<file path="src/rtl/thz_pkg.sv">
package thz_pkg;

  localparam int unsigned NumZones   = 3;
  localparam int unsigned TempW      = 12;
  localparam int unsigned SetpW      = 10;
  localparam int unsigned BandModeW  = 2;
  localparam int unsigned BandW      = 4;
  // signed working width: covers -18 .. 4095
  localparam int unsigned CmpW       = 13;
  localparam int unsigned AddrW      = 5;
  localparam int unsigned DataW      = 32;

  localparam logic [SetpW-1:0]     SetpReset  = SetpW'(165);
  localparam logic [BandModeW-1:0] BandReset  = '0;
  localparam logic [CmpW-1:0]      NightDrop  = CmpW'(10);
  localparam logic [BandW-1:0]     BandNormal = BandW'(5);
  localparam logic [BandW-1:0]     BandComfort = BandW'(3);
  localparam logic [BandW-1:0]     BandEco    = BandW'(8);

  typedef enum logic [2:0] {
    REG_SETP1 = 3'd0,
    REG_SETP2 = 3'd1,
    REG_SETP3 = 3'd2,
    REG_BAND  = 3'd3,
    REG_NIGHT = 3'd4
  } reg_idx_t;

  localparam logic [BandModeW-1:0] BAND_MODE_COMFORT = 2'd1;
  localparam logic [BandModeW-1:0] BAND_MODE_ECO     = 2'd2;

  typedef enum logic [1:0] {
    VALVE_NONE  = 2'd0,
    VALVE_OPEN  = 2'd1,
    VALVE_CLOSE = 2'd2
  } valve_t;

  typedef struct packed {
    logic [NumZones-1:0][SetpW-1:0] setpoint;
    logic [BandModeW-1:0]           band_mode;
    logic                           night_mode;
  } cfg_t;

  typedef struct packed {
    logic   heat;
    logic   alarm;
    valve_t event_code;
  } lane_res_t;

  typedef struct packed {
    logic [NumZones-1:0]  heat;
    logic                 boiler;
    logic [NumZones-1:0]  alarm;
    valve_t [NumZones-1:0] valve;
  } out_item_t;

  function automatic logic [BandW-1:0] half_band(input logic [BandModeW-1:0] mode);
    logic [BandW-1:0] b;
    case (mode)
      BAND_MODE_COMFORT: b = BandComfort;
      BAND_MODE_ECO:     b = BandEco;
      default:           b = BandNormal;
    endcase
    return b;
  endfunction

endpackage

</file>
<file path="src/rtl/three_zone_hysteresis_thermostat.sv">
// Three-zone hysteresis thermostat.
// Input channel (in_valid/in_ready): one item per evaluation tick, three zone
// temperatures in tenths of a degree and three window contacts.
// Output channel (out_valid/out_ready): one result item per input item, the
// zone heat flags, boiler drive, window alarms and valve open/close events.
// Config: APB-style port, registers at byte addresses 0,4,8 (setpoints),
// 12 (band mode), 16 (night mode); pready is always high. Write only while idle.
// Each result is registered in the output buffer's head entry or skid entry.
// Throughput: one item per cycle unless stalled; three zone lanes compare in
// parallel and a merge stage forms the boiler flag into a two-entry output
// buffer. When the receiver stalls, a second item is still taken into the skid
// entry; in_ready drops only when both entries are full.
// Reset (rst_n low, synchronous): all zone flags off, setpoints 165, band
// mode normal, night mode off, output buffer empty.
module three_zone_hysteresis_thermostat (
  input  logic                       clk,
  input  logic                       rst_n,
  input  logic                       in_valid,
  output logic                       in_ready,
  input  logic [thz_pkg::TempW-1:0]  in_temp_zone1,
  input  logic [thz_pkg::TempW-1:0]  in_temp_zone2,
  input  logic [thz_pkg::TempW-1:0]  in_temp_zone3,
  input  logic                       in_window_open1,
  input  logic                       in_window_open2,
  input  logic                       in_window_open3,
  output logic                       out_valid,
  input  logic                       out_ready,
  output logic                       out_heating_zone1,
  output logic                       out_heating_zone2,
  output logic                       out_heating_zone3,
  output logic                       out_boiler_on,
  output logic                       out_alarm_zone1,
  output logic                       out_alarm_zone2,
  output logic                       out_alarm_zone3,
  output logic [1:0]                 out_valve_event1,
  output logic [1:0]                 out_valve_event2,
  output logic [1:0]                 out_valve_event3,
  input  logic                       psel,
  input  logic                       penable,
  input  logic                       pwrite,
  input  logic [thz_pkg::AddrW-1:0]  paddr,
  input  logic [thz_pkg::DataW-1:0]  pwdata,
  output logic [thz_pkg::DataW-1:0]  prdata,
  output logic                       pready
);

  thz_pkg::cfg_t                              cfg;
  thz_pkg::lane_res_t [thz_pkg::NumZones-1:0] lanes;
  thz_pkg::out_item_t                         item;
  logic [thz_pkg::NumZones-1:0][thz_pkg::TempW-1:0] temps;
  logic [thz_pkg::NumZones-1:0]               windows;
  logic [thz_pkg::BandW-1:0]                  band;
  logic                                       accept;

  assign temps   = {in_temp_zone3, in_temp_zone2, in_temp_zone1};
  assign windows = {in_window_open3, in_window_open2, in_window_open1};
  assign band    = thz_pkg::half_band(cfg.band_mode);
  assign accept  = in_valid & in_ready;

  thz_cfg u_cfg (
    .clk     (clk),
    .rst_n   (rst_n),
    .psel    (psel),
    .penable (penable),
    .pwrite  (pwrite),
    .paddr   (paddr),
    .pwdata  (pwdata),
    .prdata  (prdata),
    .pready  (pready),
    .cfg     (cfg)
  );

  for (genvar z = 0; z < thz_pkg::NumZones; z++) begin : g_lane
    thz_lane u_lane (
      .clk      (clk),
      .rst_n    (rst_n),
      .accept   (accept),
      .temp     (temps[z]),
      .window   (windows[z]),
      .setpoint (cfg.setpoint[z]),
      .band     (band),
      .night    (cfg.night_mode),
      .res      (lanes[z])
    );
  end

  thz_merge u_merge (
    .clk       (clk),
    .rst_n     (rst_n),
    .in_valid  (in_valid),
    .in_ready  (in_ready),
    .lanes     (lanes),
    .out_valid (out_valid),
    .out_ready (out_ready),
    .item      (item)
  );

  assign out_heating_zone1 = item.heat[0];
  assign out_heating_zone2 = item.heat[1];
  assign out_heating_zone3 = item.heat[2];
  assign out_boiler_on     = item.boiler;
  assign out_alarm_zone1   = item.alarm[0];
  assign out_alarm_zone2   = item.alarm[1];
  assign out_alarm_zone3   = item.alarm[2];
  assign out_valve_event1  = item.valve[0];
  assign out_valve_event2  = item.valve[1];
  assign out_valve_event3  = item.valve[2];

endmodule

</file>
<file path="src/rtl/thz_cfg.sv">
module thz_cfg (
  input  logic                       clk,
  input  logic                       rst_n,
  input  logic                       psel,
  input  logic                       penable,
  input  logic                       pwrite,
  input  logic [thz_pkg::AddrW-1:0]  paddr,
  input  logic [thz_pkg::DataW-1:0]  pwdata,
  output logic [thz_pkg::DataW-1:0]  prdata,
  output logic                       pready,
  output thz_pkg::cfg_t              cfg
);

  thz_pkg::cfg_t    cfg_r;
  thz_pkg::cfg_t    cfg_nxt;
  logic             wr_en;
  thz_pkg::reg_idx_t idx;

  assign pready = 1'b1;
  assign wr_en  = psel & penable & pwrite;
  assign idx    = thz_pkg::reg_idx_t'(paddr[thz_pkg::AddrW-1:2]);

  always_comb begin
    cfg_nxt = cfg_r;
    if (wr_en) begin
      case (idx)
        thz_pkg::REG_SETP1: cfg_nxt.setpoint[0] = pwdata[thz_pkg::SetpW-1:0];
        thz_pkg::REG_SETP2: cfg_nxt.setpoint[1] = pwdata[thz_pkg::SetpW-1:0];
        thz_pkg::REG_SETP3: cfg_nxt.setpoint[2] = pwdata[thz_pkg::SetpW-1:0];
        thz_pkg::REG_BAND:  cfg_nxt.band_mode   = pwdata[thz_pkg::BandModeW-1:0];
        thz_pkg::REG_NIGHT: cfg_nxt.night_mode  = pwdata[0];
        default: ;
      endcase
    end
  end

  always_comb begin
    case (idx)
      thz_pkg::REG_SETP1: prdata = thz_pkg::DataW'(cfg_r.setpoint[0]);
      thz_pkg::REG_SETP2: prdata = thz_pkg::DataW'(cfg_r.setpoint[1]);
      thz_pkg::REG_SETP3: prdata = thz_pkg::DataW'(cfg_r.setpoint[2]);
      thz_pkg::REG_BAND:  prdata = thz_pkg::DataW'(cfg_r.band_mode);
      thz_pkg::REG_NIGHT: prdata = thz_pkg::DataW'(cfg_r.night_mode);
      default:            prdata = '0;
    endcase
  end

  always_ff @(posedge clk) begin
    if (!rst_n) begin
      cfg_r.setpoint   <= {thz_pkg::NumZones{thz_pkg::SetpReset}};
      cfg_r.band_mode  <= thz_pkg::BandReset;
      cfg_r.night_mode <= 1'b0;
    end else begin
      cfg_r <= cfg_nxt;
    end
  end

  assign cfg = cfg_r;

endmodule

</file>
<file path="src/rtl/thz_lane.sv">
module thz_lane (
  input  logic                        clk,
  input  logic                        rst_n,
  input  logic                        accept,
  input  logic [thz_pkg::TempW-1:0]   temp,
  input  logic                        window,
  input  logic [thz_pkg::SetpW-1:0]   setpoint,
  input  logic [thz_pkg::BandW-1:0]   band,
  input  logic                        night,
  output thz_pkg::lane_res_t          res
);

  logic                            heat_r;
  logic                            heat_nxt;
  logic signed [thz_pkg::CmpW-1:0] t_s;
  logic signed [thz_pkg::CmpW-1:0] sp_s;
  logic signed [thz_pkg::CmpW-1:0] on_lvl;
  logic signed [thz_pkg::CmpW-1:0] off_lvl;
  logic                            turn_on;
  logic                            turn_off;

  always_comb begin
    t_s     = $signed(thz_pkg::CmpW'(temp));
    sp_s    = $signed(thz_pkg::CmpW'(setpoint) - (night ? thz_pkg::NightDrop : '0));
    on_lvl  = sp_s - $signed(thz_pkg::CmpW'(band));
    off_lvl = sp_s + $signed(thz_pkg::CmpW'(band));
    turn_on  = !heat_r && (t_s <= on_lvl);
    turn_off = heat_r && (t_s >= off_lvl);
    heat_nxt = turn_on | (heat_r & ~turn_off);

    res.heat  = heat_nxt;
    res.alarm = window & heat_nxt;
    if (turn_on)       res.event_code = thz_pkg::VALVE_OPEN;
    else if (turn_off) res.event_code = thz_pkg::VALVE_CLOSE;
    else               res.event_code = thz_pkg::VALVE_NONE;
  end

  always_ff @(posedge clk) begin
    if (!rst_n) begin
      heat_r <= 1'b0;
    end else if (accept) begin
      heat_r <= heat_nxt;
    end
  end

endmodule

</file>
<file path="src/rtl/thz_merge.sv">
module thz_merge (
  input  logic                                   clk,
  input  logic                                   rst_n,
  input  logic                                   in_valid,
  output logic                                   in_ready,
  input  thz_pkg::lane_res_t [thz_pkg::NumZones-1:0] lanes,
  output logic                                   out_valid,
  input  logic                                   out_ready,
  output thz_pkg::out_item_t                     item
);

  thz_pkg::out_item_t merged;
  thz_pkg::out_item_t head_r, head_nxt;
  thz_pkg::out_item_t skid_r, skid_nxt;
  logic               head_v_r, head_v_nxt;
  logic               skid_v_r, skid_v_nxt;
  logic               push, pop;

  always_comb begin
    for (int z = 0; z < thz_pkg::NumZones; z++) begin
      merged.heat[z]  = lanes[z].heat;
      merged.alarm[z] = lanes[z].alarm;
      merged.valve[z] = lanes[z].event_code;
    end
    merged.boiler = |merged.heat;
  end

  assign in_ready  = !skid_v_r;
  assign push      = in_valid & in_ready;
  assign pop       = head_v_r & out_ready;
  assign out_valid = head_v_r;
  assign item      = head_r;

  always_comb begin
    head_nxt   = head_r;
    skid_nxt   = skid_r;
    head_v_nxt = head_v_r;
    skid_v_nxt = skid_v_r;
    if (skid_v_r) begin
      if (pop) begin
        head_nxt   = skid_r;
        skid_v_nxt = 1'b0;
      end
    end else if (push) begin
      if (!head_v_r || pop) begin
        head_nxt   = merged;
        head_v_nxt = 1'b1;
      end else begin
        skid_nxt   = merged;
        skid_v_nxt = 1'b1;
      end
    end else if (pop) begin
      head_v_nxt = 1'b0;
    end
  end

  always_ff @(posedge clk) begin
    if (!rst_n) begin
      head_v_r <= 1'b0;
      skid_v_r <= 1'b0;
    end else begin
      head_v_r <= head_v_nxt;
      skid_v_r <= skid_v_nxt;
    end
    head_r <= head_nxt;
    skid_r <= skid_nxt;
  end

  // skid only fills behind an occupied head
  a_skid_behind_head: assert property (@(posedge clk) disable iff (!rst_n)
    skid_v_r |-> head_v_r)
    else $error("skid entry without head entry");

  a_boiler_or: assert property (@(posedge clk) disable iff (!rst_n)
    head_v_r |-> (head_r.boiler == (|head_r.heat)))
    else $error("boiler does not match zone flags");

  a_alarm_heat: assert property (@(posedge clk) disable iff (!rst_n)
    head_v_r |-> ((head_r.alarm & ~head_r.heat) == '0))
    else $error("alarm raised on a zone that is not heating");

  a_stall_hold: assert property (@(posedge clk) disable iff (!rst_n)
    (head_v_r && !out_ready) |=> (head_v_r && $stable(head_r)))
    else $error("stalled result changed");

endmodule
</file>
<file path="config.mk">
export PLATFORM = sky130hd
export DESIGN_NAME = three_zone_hysteresis_thermostat
export DESIGN_NICKNAME = d
export VERILOG_FILES = /design/src/rtl/thz_pkg.sv /design/src/rtl/three_zone_hysteresis_thermostat.sv /design/src/rtl/thz_cfg.sv /design/src/rtl/thz_lane.sv /design/src/rtl/thz_merge.sv
export SDC_FILE = /design/constraint.sdc
export NUM_CORES = 1
export LEC_CHECK = 0
export ABC_AREA = 0
export BUFFER_PORTS_ARGS = -buffer_cell sky130_fd_sc_hd__buf_4
export CELL_PAD_IN_SITES_DETAIL_PLACEMENT = 1
export CELL_PAD_IN_SITES_GLOBAL_PLACEMENT = 2
export CORE_ASPECT_RATIO = 0.7
export CORE_UTILIZATION = 36
export CTS_CLUSTER_SIZE = 24
export DETAILED_ROUTE_END_ITERATION = 16
export PLACE_DENSITY_LB_ADDON = 0.1
export REMOVE_ABC_BUFFERS = 1
export SLEW_MARGIN = 10
export SYNTH_ARGS = -nofsm -noshare
export SYNTH_HDL_FRONTEND = slang
export SYNTH_SLANG_ARGS = --single-unit
</file>
<file path="constraint.sdc">
create_clock -name clk -period 13 [get_ports clk]
set_input_delay 2.6 -clock clk [delete_from_list [all_inputs] [get_ports clk]]
set_output_delay 2.6 -clock clk [all_outputs]
set_load 0.05 [all_outputs]
</file>
==> metrics.cfg, run 1 <==
[detailed_routing]
vias_per_cell=5.33
drt_pass1_iterations=4
drc_violations_left=0
wl_per_cell_um=17.5
total_number_of_vias=6133
drt_wl_total_um=20100
ant_nets=0
dr.first_iter.drc_count=215

[timing]
final_period_minus_worst_setup_slack_ps=6630
final.setup.tns_ps=0
slew_headroom=0.397
max_freq_mhz=151
final_worst_path_period_share=0.510
final-max-slew-violation-count=0
worst_case_clock_skew_ps=9.46
setup_viol=0
worst_slew_pin_slew_ps=882
grt_setup_unrepaired=false
finalHoldViolations=0

[synth]
largest_area_contributor_in_the_synthesized_netlist=sky130_fd_sc_hd__ha_1
syn_inst=839
ys_top_cells_by_count=sky130_fd_sc_hd__ha_1, sky130_fd_sc_hd__nand2_1, sky130_fd_sc_hd__nor2_1
synth_xor_xnor_area_share=0.0829
yosys-mux-area-fraction=0.0404
yosys_register_bits=64
synth_edf_count=26
post_synth_num_cell_types=68
async_flop_share=0
synth.yosys.seq_area_share=0.221
yosysMostFrequentCell=sky130_fd_sc_hd__ha_1
post_synth_fa_ha_maj_area_fraction=0.217
synth_flop_cell=sky130_fd_sc_hd__dfxtp_1
synth_top_family_by_area=adder cells
synth_largest_type_area_fraction=0.199
synth-compound-area-share=0.171
yosysWarningCount=0
avgSynthCellArea_sq_um=8.31
syn_area_sq_um=6970
post_synth_main_area_contributors=sky130_fd_sc_hd__ha_1, sky130_fd_sc_hd__edfxtp_1, sky130_fd_sc_hd__dfxtp_1
synth-simple-area-share=0.195

[pwr]
power.leakage_nw=3.52
power.ir.vdd_worst_v=0.0000583
pd_cells_nw_per_um2=80.1

[final_layout]
multi_input_comb_area_sq_um=5010
post_route_cells_drive_above_1_share=0.138
ff_latch_area_sq_um=1540
final_area_sq_um=8040
syn2layout_area_growth_pct=15.4
antenna_cells_inserted=0
design.final.nets=1103
final_util=0.425
fill_cells=2270

[setup_path]
crit_path_cell_trace=buf_4 > inv_1 > nor2_1 > a21oi_1 > nor2_1 > buf_4
critPathCaptureType=output pin
required_time_worst_endpoint_ps=10400
critPathTopFamily=simple AND/OR/NAND/NOR gates
cp_slowest_cell=sky130_fd_sc_hd__nor2_1
data_arrival_at_the_endpoint_of_the_critical_path_ps=4030
crit_path_max_fanout=16
timing.critical_path.slowest_cell_delay_ps=520
timing.critical_path.from_type=input pin
criticalPathCategory=input pin to output pin
buffers_plus_inverters_on_the_worst_setup_path=3

[grt]
vias_in_the_first_global_route=6205
grt_max_degree=26
grt_first_pass_wirelength_um=32700
grt_usage=0.208
grt_overflow_total=0
antenna_found_initial=0

[outcome]
status=complete, no violations

[cts]
post_cts_resize_count=0
tritoncts=yes
clk-insertion-delay-late_ps=330
root_buffer=sky130_fd_sc_hd__clkbuf_16
numCtsBuffers=9
cts_hold_buffers=0
clock_tree.htree_level_count=3
cts.sink_count=64
clkSlewWorstSetupHoldPaths_ps=50
cts_max_path_buffers=2
post_cts_setup_buffer_count=0

[floorplan]
initial_core_util=0.368
horizontal_extent_of_the_die_um=168
ioPinCount=131
floorplan.core_area_sq_um=18900
die_footprint_sq_um=19900
floorplan.rows=42
die_h_um=118

[hold_path]
worstHoldPathType=flop to flop

[placement]
globalplace.congestion=0.811
io_buffers=83
dp_hpwl_um=16700
placement.cell_area_sq_um=7710

[run]
maxCapViolCount=0

==> worst reg2reg max path, stage by stage (launching register included) <==
cell and delay, ps:
sky130_fd_sc_hd__dfxtp_1 530, sky130_fd_sc_hd__inv_1 180, sky130_fd_sc_hd__ha_1 260, sky130_fd_sc_hd__nor3_1 400, sky130_fd_sc_hd__a21boi_0 550, sky130_fd_sc_hd__a22oi_1 130
sky130_fd_sc_hd__o21ai_0 250, sky130_fd_sc_hd__or4b_2 690, sky130_fd_sc_hd__a21o_1 220, sky130_fd_sc_hd__ha_1 290, sky130_fd_sc_hd__and3_1 220, sky130_fd_sc_hd__a211oi_1 400
sky130_fd_sc_hd__a31o_2 170, sky130_fd_sc_hd__a21oi_1 70, sky130_fd_sc_hd__a2111oi_0 780, sky130_fd_sc_hd__a21oi_1 340, sky130_fd_sc_hd__o31ai_1 290
==> logic make-up after synthesis <==
| family | after synthesis |
|---|---|
| DFF | 64 |
| muxes | 26 |
| adders and majority gates | 117 |
| and+or+nand+nor | 271 |
| xor gates and xnor gates | 66 |
| buffers and inverters | 110 |
| AOI/OAI and AO/OA | 183 |
| other | 2 |
==> metal layers <==
metal | vias to the layer above | track usage | part of all wire
li1 | 3058 | - | -
met2 | 129 | 0.306 | 0.40
met3 | 13 | 0.0308 | 0.043
met1 | 2933 | 0.320 | 0.54
met5 | - | 0 | 0
met4 | 0 | 0.0341 | 0.0088
==> flip-flops by register name, summed over array words and instances (netlist names) <==
signal / cells
u_merge.out_valid: 1
u_merge.skid_r: 13
u_merge.item: 13
u_merge.skid_v_r: 1
u_cfg.cfg: 33
g_lane.u_lane.heat_r: 3
==> through the flow <==
stage / hold WS (ps) / worst slack [ps] / power (mW) / instances
floorplan: 446 / 6640 / 0.327 / 805
global placement: 472 / 6450 / 0.375 / 1134
detailed placement: 481 / 6390 / 0.380 / 1134
CTS: 491 / 6380 / 0.650 / 1150
global route: 516 / 6170 / 0.674 / 1150
finish: 485 / 6370 / 0.644 / 1150
==> report_power, final <==
group / internal [mW] / switching (mW)
Combinational: 0.0550 / 0.0958
Clock: 0.170 / 0.0982
Sequential: 0.219 / 0.00515
Total: 0.444 / 0.199
==> final timing paths <==
kind	endpoint	slack, ps	cells past startpoint	from
worst max-delay path	prdata[3]	6370	6	paddr[3]
worst min-delay path	u_cfg.cfg[26]	480	2	u_cfg.cfg[26]
worst max register to register	u_merge.item[8]	7070	16	u_cfg.cfg[0]
worst min register to register	u_cfg.cfg[26]	480	2	u_cfg.cfg[26]
==> area by class of cell <==
class                           count  area share
Clock buffer                        9      0.0280
Clock inverter                      7      0.0129
Tap cell                          242      0.0377
Multi-Input combinational cell    686       0.623
Inverter                           55      0.0257
Timing Repair Buffer               87      0.0812
Sequential cell                    64       0.192
==> layout by cell type, fill, tap and decap left out, types with 7 or more instances in the layout <==
cell                        count
sky130_fd_sc_hd__o211ai_1       9
sky130_fd_sc_hd__and2_1         7
sky130_fd_sc_hd__nand4_1       11
sky130_fd_sc_hd__a21oi_1       60
sky130_fd_sc_hd__nor3_1        16
sky130_fd_sc_hd__edfxtp_1      26
sky130_fd_sc_hd__o21ai_0       31
sky130_fd_sc_hd__conb_1        23
sky130_fd_sc_hd__dfxtp_1       38
sky130_fd_sc_hd__nor2b_1       21
sky130_fd_sc_hd__nand3_1       15
sky130_fd_sc_hd__nand2_1       70
sky130_fd_sc_hd__a211oi_1      10
sky130_fd_sc_hd__a21o_1        15
sky130_fd_sc_hd__clkbuf_16      9
sky130_fd_sc_hd__xnor2_1       40
sky130_fd_sc_hd__buf_4         87
sky130_fd_sc_hd__nor4_1        10
sky130_fd_sc_hd__nand2b_1      17
sky130_fd_sc_hd__xor2_1        26
sky130_fd_sc_hd__o21bai_1       7
sky130_fd_sc_hd__o21a_1         7
sky130_fd_sc_hd__ha_1         111
sky130_fd_sc_hd__and3_1         7
sky130_fd_sc_hd__nor2_1        69
sky130_fd_sc_hd__inv_1         54
sky130_fd_sc_hd__mux2i_1       21
Power figures use the tool's default switching activity.
==> run 2: changes to the inputs <==
Settings changed: CORE_UTILIZATION 36 to 30.
Clock period 13 ns to 5.4 ns, I/O delays scaled along.
==> metrics.cfg, run 2 (synthesized netlist as in run 1, its figures left out) <==
[grt]
grt_usage=0.184  ; -0.0238
antenna_found_initial=0  ; unchanged
vias_in_the_first_global_route=6469  ; +4.3%
grt_overflow_total=0  ; unchanged
grt_first_pass_wirelength_um=34100  ; +4.2%
grt_max_degree=26  ; unchanged

[final_layout]
post_route_cells_drive_above_1_share=0.145  ; +0.00753
most-common-layout-cells=sky130_fd_sc_hd__ha_1, sky130_fd_sc_hd__buf_4, sky130_fd_sc_hd__nand2_1
largest_register_ffs=33  ; unchanged
antenna_cells_inserted=0  ; unchanged
syn2layout_area_growth_pct=17.8
design.final.nets=1111  ; +0.73%
layout_commonest_cell=sky130_fd_sc_hd__ha_1

[cts]
clkSlewWorstSetupHoldPaths_ps=70  ; +20 ps
post_cts_setup_buffer_count=0  ; unchanged
clk-insertion-delay-late_ps=340  ; about the same
tritoncts=yes
root_buffer=sky130_fd_sc_hd__clkbuf_16
clock_tree.htree_level_count=3  ; unchanged
post_cts_resize_count=0  ; unchanged
cts_max_path_buffers=2  ; unchanged
cts_hold_buffers=0  ; unchanged
numCtsBuffers=9  ; unchanged
cts.sink_count=64  ; unchanged

[timing]
final-max-slew-violation-count=0  ; unchanged
timing.hold.ws_ps=482  ; -2.34 ps
final_worst_path_period_share=0.906
slew_headroom=0.406  ; +0.00911
worst_case_clock_skew_ps=12.8  ; +3.30 ps
worst_slew_pin_slew_ps=890  ; +8.17 ps
max_freq_mhz=204
finalHoldViolations=0  ; unchanged
setup_viol=0  ; unchanged
final_period_minus_worst_setup_slack_ps=4890
grt_setup_unrepaired=false
final.setup.tns_ps=0  ; unchanged

[setup_path]
critPathCaptureType=flop
criticalPathCategory=flop to flop
critical_path.reg2reg.startpoint=u_cfg.cfg[0]
crit_path_max_fanout=7  ; -9
timing.critical_path.from_type=flop
critical_path.reg2reg.endpoint=u_merge.item[9]
data_arrival_at_the_endpoint_of_the_critical_path_ps=4950  ; +920 ps
required_time_worst_endpoint_ps=5460  ; -4940 ps
worst-r2r-cell-count=18  ; +2
r2r_setup_slack_ps=510  ; -6560 ps

[run]
maxCapViolCount=0  ; unchanged

[placement]
io_buffers=83  ; unchanged
dp_hpwl_um=17900  ; +6.9%
globalplace.congestion=0.809  ; -0.21%

[pwr]
pd_cells_nw_per_um2=196  ; +150%
power.ir.vdd_worst_v=0.000164  ; +180%
power.leakage_nw=3.58  ; +1.6%

[hold_path]
depth_of_the_worst_hold_timing_path=2  ; unchanged
worstHoldPathType=flop to flop
worst_hold_endpoint=u_cfg.cfg[4]
hold_path_startpoint=u_cfg.cfg[4]

[detailed_routing]
drc_violations_left=0  ; unchanged
dr.first_iter.drc_count=286  ; +33%
vias_per_cell=5.00  ; -6.3%
drt_wl_total_um=21400  ; +6.1%
total_number_of_vias=6137  ; +0.065%
wl_per_cell_um=17.4  ; -0.60%
ant_nets=0  ; unchanged
drt_pass1_iterations=4  ; unchanged

[outcome]
status=complete, no violations

[floorplan]
floorplan.rows=46  ; +9.5%
die_h_um=130  ; +9.4%
initial_core_util=0.307  ; -0.0618
floorplan.core_area_sq_um=22700  ; +20%
die_footprint_sq_um=23900  ; +20%
ioPinCount=131  ; unchanged
horizontal_extent_of_the_die_um=184  ; +9.4%

==> run 2: worst max-delay path, stage by stage (launching register included) <==
cell and delay [ps]:
sky130_fd_sc_hd__dfxtp_1 310, sky130_fd_sc_hd__buf_4 160, sky130_fd_sc_hd__ha_1 220, sky130_fd_sc_hd__ha_1 280, sky130_fd_sc_hd__inv_1 50, sky130_fd_sc_hd__ha_1 350
sky130_fd_sc_hd__a21o_1 220, sky130_fd_sc_hd__a21o_1 230, sky130_fd_sc_hd__or4b_2 680, sky130_fd_sc_hd__a21o_1 220, sky130_fd_sc_hd__ha_1 310, sky130_fd_sc_hd__and3_1 190
sky130_fd_sc_hd__a211oi_1 60, sky130_fd_sc_hd__a31o_2 210, sky130_fd_sc_hd__a21oi_1 160, sky130_fd_sc_hd__a2111oi_0 100, sky130_fd_sc_hd__buf_4 190, sky130_fd_sc_hd__a21oi_1 490
sky130_fd_sc_hd__a41oi_2 200
==> run 2: through the flow <==
stage | power, mW | cells | worst slack (ps) | utilization | area, sq um
after global placement | 0.908 | 1212 | 581 | 0.346 | 7860
final | 1.61 | 1228 | 506 | 0.361 | 8210
after global routing | 1.69 | 1228 | 171 | 0.361 | 8210
after CTS | 1.63 | 1228 | 482 | 0.361 | 8210
after floorplan | 0.786 | 805 | 851 | - | 6750
after detailed placement | 0.921 | 1212 | 535 | 0.346 | 7860
==> run 2: routing by layer <==
| metal | part of all wire | track usage |
|---|---|---|
| met4 | 0.013 | 0.0373 |
| met2 | 0.41 | 0.280 |
| met5 | 0 | 0 |
| met3 | 0.045 | 0.0273 |
| met1 | 0.54 | 0.273 |
==> run 2: cell type report <==
type | instances | area (sq um)
clock inverter | 7 | 125
timing repair buffer | 95 | 713
clock buffer | 9 | 225
sequential | 64 | 1540
multi-input combinational | 686 | 5010
fill | 2688 | 14500
tap | 312 | 390
inverter | 55 | 206
==> run 2: report_power, final <==
group	internal, mW	switching, mW
Sequential	0.528	0.0123
Combinational	0.134	0.234
Clock	0.457	0.245
Total	1.12	0.491
==> run 2: worst max path at each step <==
stage | startpoint | end | slack, ps
5_1_grt | u_cfg.cfg[1] | u_merge.item[9] | 170
3_3_place_gp | u_cfg.cfg[0] | u_merge.item[9] | 580
4_1_cts | u_cfg.cfg[0] | u_merge.item[9] | 480
6_report | u_cfg.cfg[0] | u_merge.item[9] | 510
3_5_place_dp | u_cfg.cfg[0] | u_merge.item[9] | 540
2_1_floorplan | u_cfg.cfg[1] | u_merge.item[8] | 850
